## config.mk

```make
export PLATFORM = sky130hd
export DESIGN_NAME = lru_cluster_cache_directory
export DESIGN_NICKNAME = d
export VERILOG_FILES = /design/src/rtl/lccd_pkg.sv /design/src/rtl/lru_cluster_cache_directory.sv /design/src/rtl/lccd_cell.sv
export SDC_FILE = /design/constraint.sdc
export NUM_CORES = 1
export LEC_CHECK = 0
export ABC_AREA = 1
export BUFFER_PORTS_ARGS = -buffer_cell sky130_fd_sc_hd__buf_4
export CAP_MARGIN = 25
export CORE_UTILIZATION = 60
export CTS_BUF_LIST = sky130_fd_sc_hd__clkbuf_4
export DETAILED_ROUTE_END_ITERATION = 12
export PLACE_DENSITY = 0.77
export SKIP_CTS_REPAIR_TIMING = 1
export SLEW_MARGIN = 25
export SYNTH_ARGS = -nofsm -noshare
export SYNTH_HDL_FRONTEND = slang
export SYNTH_SLANG_ARGS = --single-unit
```

## constraint.sdc

```tcl
create_clock -name i_clk -period 7 [get_ports i_clk]
set_input_delay 1.75 -clock i_clk [delete_from_list [all_inputs] [get_ports i_clk]]
set_output_delay 1.75 -clock i_clk [all_outputs]
set_load 0.05 [all_outputs]
```

## src/rtl/lccd_pkg.sv

```systemverilog
package lccd_pkg;

    localparam int KEY_W = 32;
    localparam int CAP_W = 5;
    localparam int OUT_SLOT_W = 4;

    typedef enum logic [1:0] {
        ST_IDLE,
        ST_CMP,
        ST_UPD
    } t_state;

    typedef logic [1:0] t_status;
    localparam t_status STATUS_HIT   = 2'd0;
    localparam t_status STATUS_MISS  = 2'd1;
    localparam t_status STATUS_RANGE = 2'd2;

    typedef logic t_cfg_index;
    localparam t_cfg_index CFG_CAPACITY = 1'b0;
    localparam t_cfg_index CFG_CLUSTERS = 1'b1;

    // Control from the sequencer to every cell of the row.
    typedef struct packed {
        logic cmp_en;
        logic upd_en;
        logic any_hit;
    } t_ctrl;

    // Status rippling down the row from cell to cell.
    typedef struct packed {
        logic hit;
        logic done;
        logic sel_valid;
    } t_link;

endpackage

```

## src/rtl/lru_cluster_cache_directory.sv

```systemverilog
// Fully associative LRU directory for disk cluster numbers.
// A request word is taken on a rising edge with start high and busy low; busy
// then stays high through the compare and update states, so no new request is
// taken until the last has left the update state. The entries sit in a row of
// WAYS cells ordered by recency. In the compare state every cell compares its
// key with the request and the hit flag ripples down the row; in the update
// state the target is found by a second ripple through the row and, for an
// in-range key, all cells up to it shift one place, the front cell taking the
// request. Row length sets the depth of both ripple paths. The result word
// (status, slot, eviction flag and key) is registered as the update state
// ends and is shown on the o_ result ports for exactly one cycle with o_strobe high.
// The receiver cannot stall; results are never held back.
// Configuration writes (capacity, cluster count) go through the cfg channel,
// which is always ready; write only while busy is low and no result is pending.
// Synchronous reset empties the directory, sets the capacity to 16 and the
// cluster count to all ones. No clearing pass is needed after reset.
module lru_cluster_cache_directory #(
    parameter int WAYS = 16
) (
    input  logic                              i_clk,
    input  logic                              i_rst_n,
    input  logic                              start,
    output logic                              busy,
    input  logic [lccd_pkg::KEY_W-1:0]        i_cluster_key,
    input  logic                              i_cfg_valid,
    output logic                              o_cfg_ready,
    input  lccd_pkg::t_cfg_index              i_cfg_index,
    input  logic [31:0]                       i_cfg_data,
    output logic                              o_strobe,
    output lccd_pkg::t_status                 o_status,
    output logic [lccd_pkg::OUT_SLOT_W-1:0]   o_slot,
    output logic                              o_evicted,
    output logic [lccd_pkg::KEY_W-1:0]        o_evicted_key
);
    import lccd_pkg::*;

    localparam int SLOT_W = (WAYS > 1) ? $clog2(WAYS) : 1;

    t_state             r_state;
    t_state             n_state;
    logic [CAP_W-1:0]   r_cache_capacity;
    logic [KEY_W-1:0]   r_cluster_count;
    logic [KEY_W-1:0]   r_key;
    logic               r_oor;
    logic               r_any_hit;
    logic [CAP_W-1:0]   eff_cap;
    t_ctrl              ctrl;
    logic               accept;

    logic [KEY_W-1:0]   cell_key   [WAYS];
    logic [SLOT_W-1:0]  cell_slot  [WAYS];
    logic [WAYS-1:0]    cell_valid;
    t_link              link       [WAYS+1];
    logic [KEY_W-1:0]   sel_key    [WAYS+1];
    logic [SLOT_W-1:0]  sel_slot   [WAYS+1];

    assign accept      = start && !busy;
    assign o_cfg_ready = 1'b1;

    // Capacity zero acts as one, and anything above the row length as WAYS.
    always_comb begin
        if (r_cache_capacity == '0) begin
            eff_cap = CAP_W'(1);
        end else if (32'(r_cache_capacity) > 32'(WAYS)) begin
            eff_cap = CAP_W'(WAYS);
        end else begin
            eff_cap = r_cache_capacity;
        end
    end

    always_comb begin
        unique case (r_state)
            ST_IDLE: n_state = accept ? ST_CMP : ST_IDLE;
            ST_CMP:  n_state = ST_UPD;
            ST_UPD:  n_state = ST_IDLE;
            default: n_state = ST_IDLE;
        endcase
    end

    always_comb begin
        busy         = 1'b0;
        ctrl.cmp_en  = 1'b0;
        ctrl.upd_en  = 1'b0;
        ctrl.any_hit = r_any_hit;
        unique case (r_state)
            ST_IDLE: begin
                busy = 1'b0;
            end
            ST_CMP: begin
                busy        = 1'b1;
                ctrl.cmp_en = 1'b1;
            end
            ST_UPD: begin
                busy        = 1'b1;
                ctrl.upd_en = !r_oor;
            end
            default: begin
                busy = 1'b0;
            end
        endcase
    end

    always_ff @(posedge i_clk) begin
        if (!i_rst_n) begin
            r_state          <= ST_IDLE;
            r_cache_capacity <= CAP_W'(16);
            r_cluster_count  <= '1;
            r_any_hit        <= 1'b0;
            o_strobe         <= 1'b0;
        end else begin
            r_state  <= n_state;
            o_strobe <= (r_state == ST_UPD);
            if (i_cfg_valid && o_cfg_ready) begin
                unique case (i_cfg_index)
                    CFG_CAPACITY: r_cache_capacity <= i_cfg_data[CAP_W-1:0];
                    CFG_CLUSTERS: r_cluster_count  <= i_cfg_data;
                    default:      r_cluster_count  <= r_cluster_count;
                endcase
            end
            if (ctrl.cmp_en) begin
                r_any_hit <= link[WAYS].hit;
            end
        end
    end

    always_ff @(posedge i_clk) begin
        if (accept) begin
            r_key <= i_cluster_key;
            r_oor <= i_cluster_key >= r_cluster_count;
        end
        if (r_state == ST_UPD) begin
            if (r_oor) begin
                o_status      <= STATUS_RANGE;
                o_slot        <= '0;
                o_evicted     <= 1'b0;
                o_evicted_key <= '0;
            end else begin
                o_status      <= r_any_hit ? STATUS_HIT : STATUS_MISS;
                o_slot        <= OUT_SLOT_W'(32'(sel_slot[WAYS]));
                o_evicted     <= !r_any_hit && link[WAYS].sel_valid;
                o_evicted_key <= (!r_any_hit && link[WAYS].sel_valid) ? sel_key[WAYS] : '0;
            end
        end
    end

    assign link[0].hit       = 1'b0;
    assign link[0].done      = 1'b0;
    assign link[0].sel_valid = 1'b0;
    assign sel_key[0]        = '0;
    assign sel_slot[0]       = '0;

    for (genvar i = 0; i < WAYS; i++) begin : g_row
        logic [KEY_W-1:0]  prev_key;
        logic [SLOT_W-1:0] prev_slot;
        logic              prev_valid;
        logic              next_valid;

        if (i == 0) begin : g_front
            // The front cell takes the request and the slot found at the target.
            assign prev_key   = r_key;
            assign prev_slot  = sel_slot[WAYS];
            assign prev_valid = 1'b1;
        end else begin : g_inner
            assign prev_key   = cell_key[i-1];
            assign prev_slot  = cell_slot[i-1];
            assign prev_valid = cell_valid[i-1];
        end

        if (i == WAYS - 1) begin : g_tail
            assign next_valid = 1'b0;
        end else begin : g_body
            assign next_valid = cell_valid[i+1];
        end

        lccd_cell #(
            .INDEX  (i),
            .SLOT_W (SLOT_W)
        ) u_cell (
            .i_clk        (i_clk),
            .i_rst_n      (i_rst_n),
            .i_ctrl       (ctrl),
            .i_req_key    (r_key),
            .i_cap        (eff_cap),
            .i_prev_key   (prev_key),
            .i_prev_slot  (prev_slot),
            .i_prev_valid (prev_valid),
            .i_next_valid (next_valid),
            .i_link       (link[i]),
            .i_sel_key    (sel_key[i]),
            .i_sel_slot   (sel_slot[i]),
            .o_key        (cell_key[i]),
            .o_slot       (cell_slot[i]),
            .o_valid      (cell_valid[i]),
            .o_link       (link[i+1]),
            .o_sel_key    (sel_key[i+1]),
            .o_sel_slot   (sel_slot[i+1])
        );
    end

    // An in-range request always finds exactly one target in the row.
    a_target_found: assert property (@(posedge i_clk) disable iff (!i_rst_n)
        (r_state == ST_UPD && !r_oor) |-> link[WAYS].done)
        else $error("no target position found for request");

    // Valid entries always form a prefix of the row.
    a_valid_prefix: assert property (@(posedge i_clk) disable iff (!i_rst_n)
        $onehot({1'b0, cell_valid} + {{WAYS{1'b0}}, 1'b1}))
        else $error("valid entries do not form a prefix");

    a_strobe_after_update: assert property (@(posedge i_clk) disable iff (!i_rst_n)
        (r_state == ST_UPD) |=> o_strobe)
        else $error("result word missing after update");

    a_evict_on_miss: assert property (@(posedge i_clk) disable iff (!i_rst_n)
        (o_strobe && o_evicted) |-> (o_status == STATUS_MISS))
        else $error("eviction reported without a miss");

    a_hit_keeps_count: assert property (@(posedge i_clk) disable iff (!i_rst_n)
        (r_state == ST_UPD && r_any_hit) |=> $stable(cell_valid))
        else $error("a hit changed the number of held entries");

endmodule

```

## src/rtl/lccd_cell.sv

```systemverilog
module lccd_cell #(
    parameter int INDEX  = 0,
    parameter int SLOT_W = 4
) (
    input  logic                          i_clk,
    input  logic                          i_rst_n,
    input  lccd_pkg::t_ctrl               i_ctrl,
    input  logic [lccd_pkg::KEY_W-1:0]    i_req_key,
    input  logic [lccd_pkg::CAP_W-1:0]    i_cap,
    input  logic [lccd_pkg::KEY_W-1:0]    i_prev_key,
    input  logic [SLOT_W-1:0]             i_prev_slot,
    input  logic                          i_prev_valid,
    input  logic                          i_next_valid,
    input  lccd_pkg::t_link               i_link,
    input  logic [lccd_pkg::KEY_W-1:0]    i_sel_key,
    input  logic [SLOT_W-1:0]             i_sel_slot,
    output logic [lccd_pkg::KEY_W-1:0]    o_key,
    output logic [SLOT_W-1:0]             o_slot,
    output logic                          o_valid,
    output lccd_pkg::t_link               o_link,
    output logic [lccd_pkg::KEY_W-1:0]    o_sel_key,
    output logic [SLOT_W-1:0]             o_sel_slot
);
    import lccd_pkg::*;

    logic [KEY_W-1:0]  r_key;
    logic [SLOT_W-1:0] r_slot;
    logic              r_valid;
    logic              r_match;
    logic              match;
    logic              first_invalid;
    logic              last_valid;
    logic              below_cap;
    logic              fills_cap;
    logic              is_tgt;

    assign match         = r_valid && (r_key == i_req_key);
    assign first_invalid = !r_valid && i_prev_valid;
    assign last_valid    = r_valid && !i_next_valid;
    assign below_cap     = 32'(INDEX) < 32'(i_cap);
    assign fills_cap     = (32'(INDEX) + 32'd1) >= 32'(i_cap);

    // On a miss the target is the first free position while there is room,
    // otherwise the least recent valid entry.
    always_comb begin
        if (i_ctrl.any_hit) begin
            is_tgt = !i_link.done && r_match;
        end else begin
            is_tgt = !i_link.done &&
                     ((first_invalid && below_cap) || (last_valid && fills_cap));
        end
    end

    always_comb begin
        o_link.hit       = i_link.hit || match;
        o_link.done      = i_link.done || is_tgt;
        o_link.sel_valid = is_tgt ? r_valid : i_link.sel_valid;
        o_sel_key        = is_tgt ? r_key : i_sel_key;
        o_sel_slot       = is_tgt ? r_slot : i_sel_slot;
    end

    always_ff @(posedge i_clk) begin
        if (i_ctrl.cmp_en) begin
            r_match <= match;
        end
        if (i_ctrl.upd_en && !i_link.done) begin
            r_key <= i_prev_key;
        end
    end

    always_ff @(posedge i_clk) begin
        if (!i_rst_n) begin
            r_valid <= 1'b0;
            r_slot  <= SLOT_W'(INDEX);
        end else if (i_ctrl.upd_en && !i_link.done) begin
            r_valid <= i_prev_valid;
            r_slot  <= i_prev_slot;
        end
    end

    assign o_key   = r_key;
    assign o_slot  = r_slot;
    assign o_valid = r_valid;

endmodule

```

==> flow_results.org <==
** Finish
- Footprint of the multi-input gates :: 12600 um^2
- Non-Filler Instances :: around 4700
- Register area :: 20400 um^2
- Leading cell types in the layout, fill and taps excluded :: 619 x sky130_fd_sc_hd__nand2_1, 600 x sky130_fd_sc_hd__edfxtp_1, 425 x sky130_fd_sc_hd__nor2_1, 338 x sky130_fd_sc_hd__inv_1, 288 x sky130_fd_sc_hd__clkbuf_4
- Of the cells placed in the final design, the portion with a size suffix greater than 1 is around 15%.
- Number of fill cells in the layout :: ~4600
- The net count of the finished layout is a little under 4000.
- P&R area growth vs syn :: 12.8%
- The library cell used most frequently in the layout, excluding fill and tap cells, is sky130_fd_sc_hd__nand2_1.

** Worst setup path
- The most critical setup path has its startpoint at r_any_hit.
- Category of the worst setup path capture point :: register
- Last element of the critical path :: g_row[15].u_cell.o_key[13]
- The setup check on the worst reg-to-reg path leaves a slack of between 1.5 and 2 ns.
- Arrival time worst endpoint :: 5.79 ns
- The setup path with the least slack is of type register to register.
- STA puts the critical path data required time at 7.66 ns.
- The endpoint identified for the worst register-to-register timing path is g_row[15].u_cell.o_key[13].
- Highest net fanout along the worst path :: 38
- The worst register-to-register path begins at r_any_hit.
- Depth of the worst register-to-register path :: 17
- CP Launch Type :: register

** Synthesis
- Portion of the post-synthesis area used by sequential elements :: 58.5%
- For this run, the leading register cell type out of synthesis is sky130_fd_sc_hd__edfxtp_1.
- By area, the combinational part of the netlist is dominated by simple AND/OR/NAND/NOR gates.
- Summing the areas of all fa, ha and maj instances in the mapped netlist gives 1.29% of the synthesized area.
- Cell count after synthesis :: between 3000 and 4000
- Of the post-synthesis cell area, the part taken by muxes is 0%.
- After Yosys synthesis, and, or, nand and nor cells account for just over 20% of the synthesized area.
- After Yosys synthesis, XOR and XNOR cells account for under 10% of the synthesized area.
- Synthesis produced a netlist with a net count of approximately 3700.
- The Yosys step of the flow raised 0 warnings.
- Post-synthesis sequential element count :: 721
- Synth Area in Compound Gates :: 10.7%
- In this run, synthesis inferred 600 flip-flops with an integrated enable.
- Mean Syn Cell Area :: 9.66 um^2
- For this run, asynchronously set or reset flops after synthesis account for 0%.
- Unique masters post-synth :: 51
- After synthesis the cells add up to 35000 um^2.

** STA
- Final setup skew :: 0.0537 ns
- Timing would allow up to 195 MHz.
- The tightest hold path in the finished design has a slack of approximately 0.44 ns.
- In the final timing run, aggregate negative setup slack is 0 ns.
- After layout, the worst path uses 73.3% of the clock period.
- Setup violations remaining at the end of the flow were counted as 0.
- The number of slew-limit violations in the final report was 0.
- The final count of hold timing violations came to 0.
- At the pin with the least slew margin, the transition time is 1.19 ns.
- Relative max-transition margin :: 20.1%
- Subtracting the final worst setup slack from the clock period gives just over 5 ns.
- Setup repair after global routing left no endpoint under its margin.

** Drt
- Using the TritonRoute via totals, the vias-per-cell ratio works out to 6.22.
- In this run the remaining antenna-violating nets after routing total 0.
- DRT Wirelength :: 125000 um
- Router iterations before antenna repair :: 6
- The routed layout has 29500 vias.
- In the final routed layout, each cell accounts on average for 26.2 um.
- DRC viols :: 0
- Violation count after the first detailed-route iteration :: between 3000 and 4000

** GRT
- Global routing used 42.0% of the available tracks across all layers.
- Met2 global-route usage :: between 60% and 70%
- Most crowded layer after global routing :: met2
- Total global routing overflow :: 0
- Global Route met1 Usage :: 49.0%
- The first global-routing pass estimated 179000 um of wire.
- Routing usage on met3 :: 8.60%
- Entering global routing, the biggest net connects 66 pins.
- The initial antenna violation count was 4.
- Number of global-route vias before repair :: 27900

** Power and ir drop
- In this run, flip-flops and latches consume slightly below 50% of the power.
- The internal portion of the total power is 6960 uW.
- For this design the ratio of total power to cell area is about 240 nW/um^2.
- The analysis attributes to cell leakage a power of ~0.015 uW.
- IR analysis of the VDD net gives a maximum drop of 175 uV.
- Summed over all nets, the switching power comes to 2530 uW.
- Total power draw :: 9490 uW
- Clock power share :: 40.3%
- Net switching is 26.6% of the power.
- Combinational logic is responsible for 10.1% of the overall power.

** Clocking
- Number of CTS-inserted buffers :: 183
- CTS built an H-tree with a depth of 4.
- Clock latency of the later-clocked register in the worst-skew pair :: about 1.1 ns
- The tree built by TritonCTS fans out to 721 sinks.
- Root Buffer :: sky130_fd_sc_hd__clkbuf_4
- The longest clock path from root to sink contains 3 buffers.
- After clock tree synthesis, the clock-pin slew on the worst setup and hold paths is 0.07 ns.
- TritonCTS clock tree :: done

** Floorplanning
- Pin placement for this block handled around 110 I/O pins.
- Initial Utilization :: 60.7%
- The floorplan has 88 rows.
- In this run the horizontal extent of the chip is about 240 um.
- The floorplan step set the die height to 243 um.
- Total Die Area :: 59200 um^2
- After floorplanning, the core was sized to cover 57600 um^2.

** Status
- Status :: finished clean

** Run
- Count of maximum capacitance violations :: 0

** Placement
- HPWL after detailed placement :: 91500 um
- Cell total after placement :: 4410
- Buffers on Ports :: 109
- Routability-driven placement finished with a final weighted congestion of 1.02.

** Worst hold path
- The min-delay analysis places its worst path in the category register to register.
-- cells in the mapped netlist, types with 49 or more instances --
master	n	area (um^2)
sky130_fd_sc_hd__nand2_1	619	2320
sky130_fd_sc_hd__edfxtp_1	600	18000
sky130_fd_sc_hd__nor2_1	439	1650
sky130_fd_sc_hd__inv_1	338	1270
sky130_fd_sc_hd__nand3_1	278	1390
sky130_fd_sc_hd__o21ai_0	180	901
sky130_fd_sc_hd__o22ai_1	155	970
sky130_fd_sc_hd__clkbuf_1	129	484
sky130_fd_sc_hd__dfxtp_1	121	2420
sky130_fd_sc_hd__a21oi_1	103	515
sky130_fd_sc_hd__xnor2_1	91	797
sky130_fd_sc_hd__nand4_1	83	519
sky130_fd_sc_hd__nor4_1	62	388
sky130_fd_sc_hd__o211ai_1	51	383
sky130_fd_sc_hd__xor2_1	49	429
-- worst min path at each step --
stage | end | slack (ns) | cells after the start | startpoint
after floorplan | g_row[0].u_cell.o_key[11] | 0.42 | 0 | g_row[0].prev_key[11]
after global placement | g_row[9].u_cell.o_key[25] | 0.43 | 0 | g_row[8].u_cell.o_key[25]
after detailed placement | g_row[9].u_cell.o_key[25] | 0.43 | 0 | g_row[8].u_cell.o_key[25]
after CTS | g_row[7].u_cell.o_key[8] | 0.44 | 0 | g_row[6].u_cell.o_key[8]
after global routing | g_row[12].u_cell.o_key[25] | 0.46 | 0 | g_row[11].u_cell.o_key[25]
final | g_row[9].u_cell.o_key[25] | 0.44 | 0 | g_row[8].u_cell.o_key[25]
-- sequential cells by signal, summed over array words and instances, names as in the netlist --
name                  cells
o_evicted                 1
g_row.u_cell.o_slot      64
r_cluster_count          32
g_row.u_cell.o_valid     16
o_status                  2
o_slot                    4
o_strobe                  1
g_row.prev_key           32
g_row.u_cell.r_match     16
r_state                   2
r_any_hit                 1
r_oor                     1
g_row.u_cell.o_key      512
o_evicted_key            32
r_cache_capacity          5
-- worst max-delay path: stages, from the launching register on --
cell                      delay [ns]
sky130_fd_sc_hd__dfxtp_1        0.63
sky130_fd_sc_hd__inv_2          0.31
sky130_fd_sc_hd__or2_2          0.49
sky130_fd_sc_hd__nand2_2        0.15
sky130_fd_sc_hd__nand2_4        0.10
sky130_fd_sc_hd__nor2_8         0.13
sky130_fd_sc_hd__nand4_4        0.16
sky130_fd_sc_hd__nor2_4         0.23
sky130_fd_sc_hd__nand4_4        0.16
sky130_fd_sc_hd__nor2_8         0.19
sky130_fd_sc_hd__nand2_1        0.11
sky130_fd_sc_hd__nor2_4         0.08
sky130_fd_sc_hd__buf_4          0.41
sky130_fd_sc_hd__inv_2          0.17
sky130_fd_sc_hd__nor3_4         0.13
sky130_fd_sc_hd__buf_4          0.43
sky130_fd_sc_hd__nand2_1        0.18
sky130_fd_sc_hd__inv_2          0.63
-- final cells by class --
class	instances	area share [%]
antenna	3	0.0190
timing repair buffer	196	4.10
inverter	366	3.48
clock buffer	288	5.48
sequential	721	51.8
clock inverter	37	0.736
tap	765	2.43
multi-input combinational	2371	31.9
-- kinds of logic (layout without fill, tap and decap cells) --
logic type	Yosys count	after routing
AND/OR/NAND/NOR	1587	1587
other	1	4
buffers and inverters	526	887
XOR/XNOR	140	140
AO/OA/AOI/OAI	607	607
adder cells (fa/ha/maj)	36	36
flip-flops	721	721
-- through the flow --
| step | util, % | cell area, um^2 | setup WS (ns) |
|---|---|---|---|
| 6_report | 68.5 | 39400 | 1.87 |
| 5_1_grt | 68.5 | 39400 | 1.46 |
| 4_1_cts | 68.1 | 39200 | 1.76 |
| 3_5_place_dp | 63.8 | 36800 | 1.79 |
| 3_3_place_gp | 63.8 | 36800 | 1.93 |
| 2_1_floorplan | - | 35000 | 0.706 |
-- power by group through the flow --
stage                     Clock [uW]  Sequential, uW  Combinational, uW
after detailed placement           0            4790                909
after global placement             0            4790                900
after global routing            4040            4700               1000
after CTS                       3830            4700                913
final                           3830            4700                961
after floorplan                    0            4810                501
-- routing by layer --
metal	part of all wire (%)	vias up
met5	0	-
met4	9.0	0
met3	11	559
met2	46	2040
met1	34	13700
li1	-	13300
Note: power is estimated with default switching activity, not from simulation.
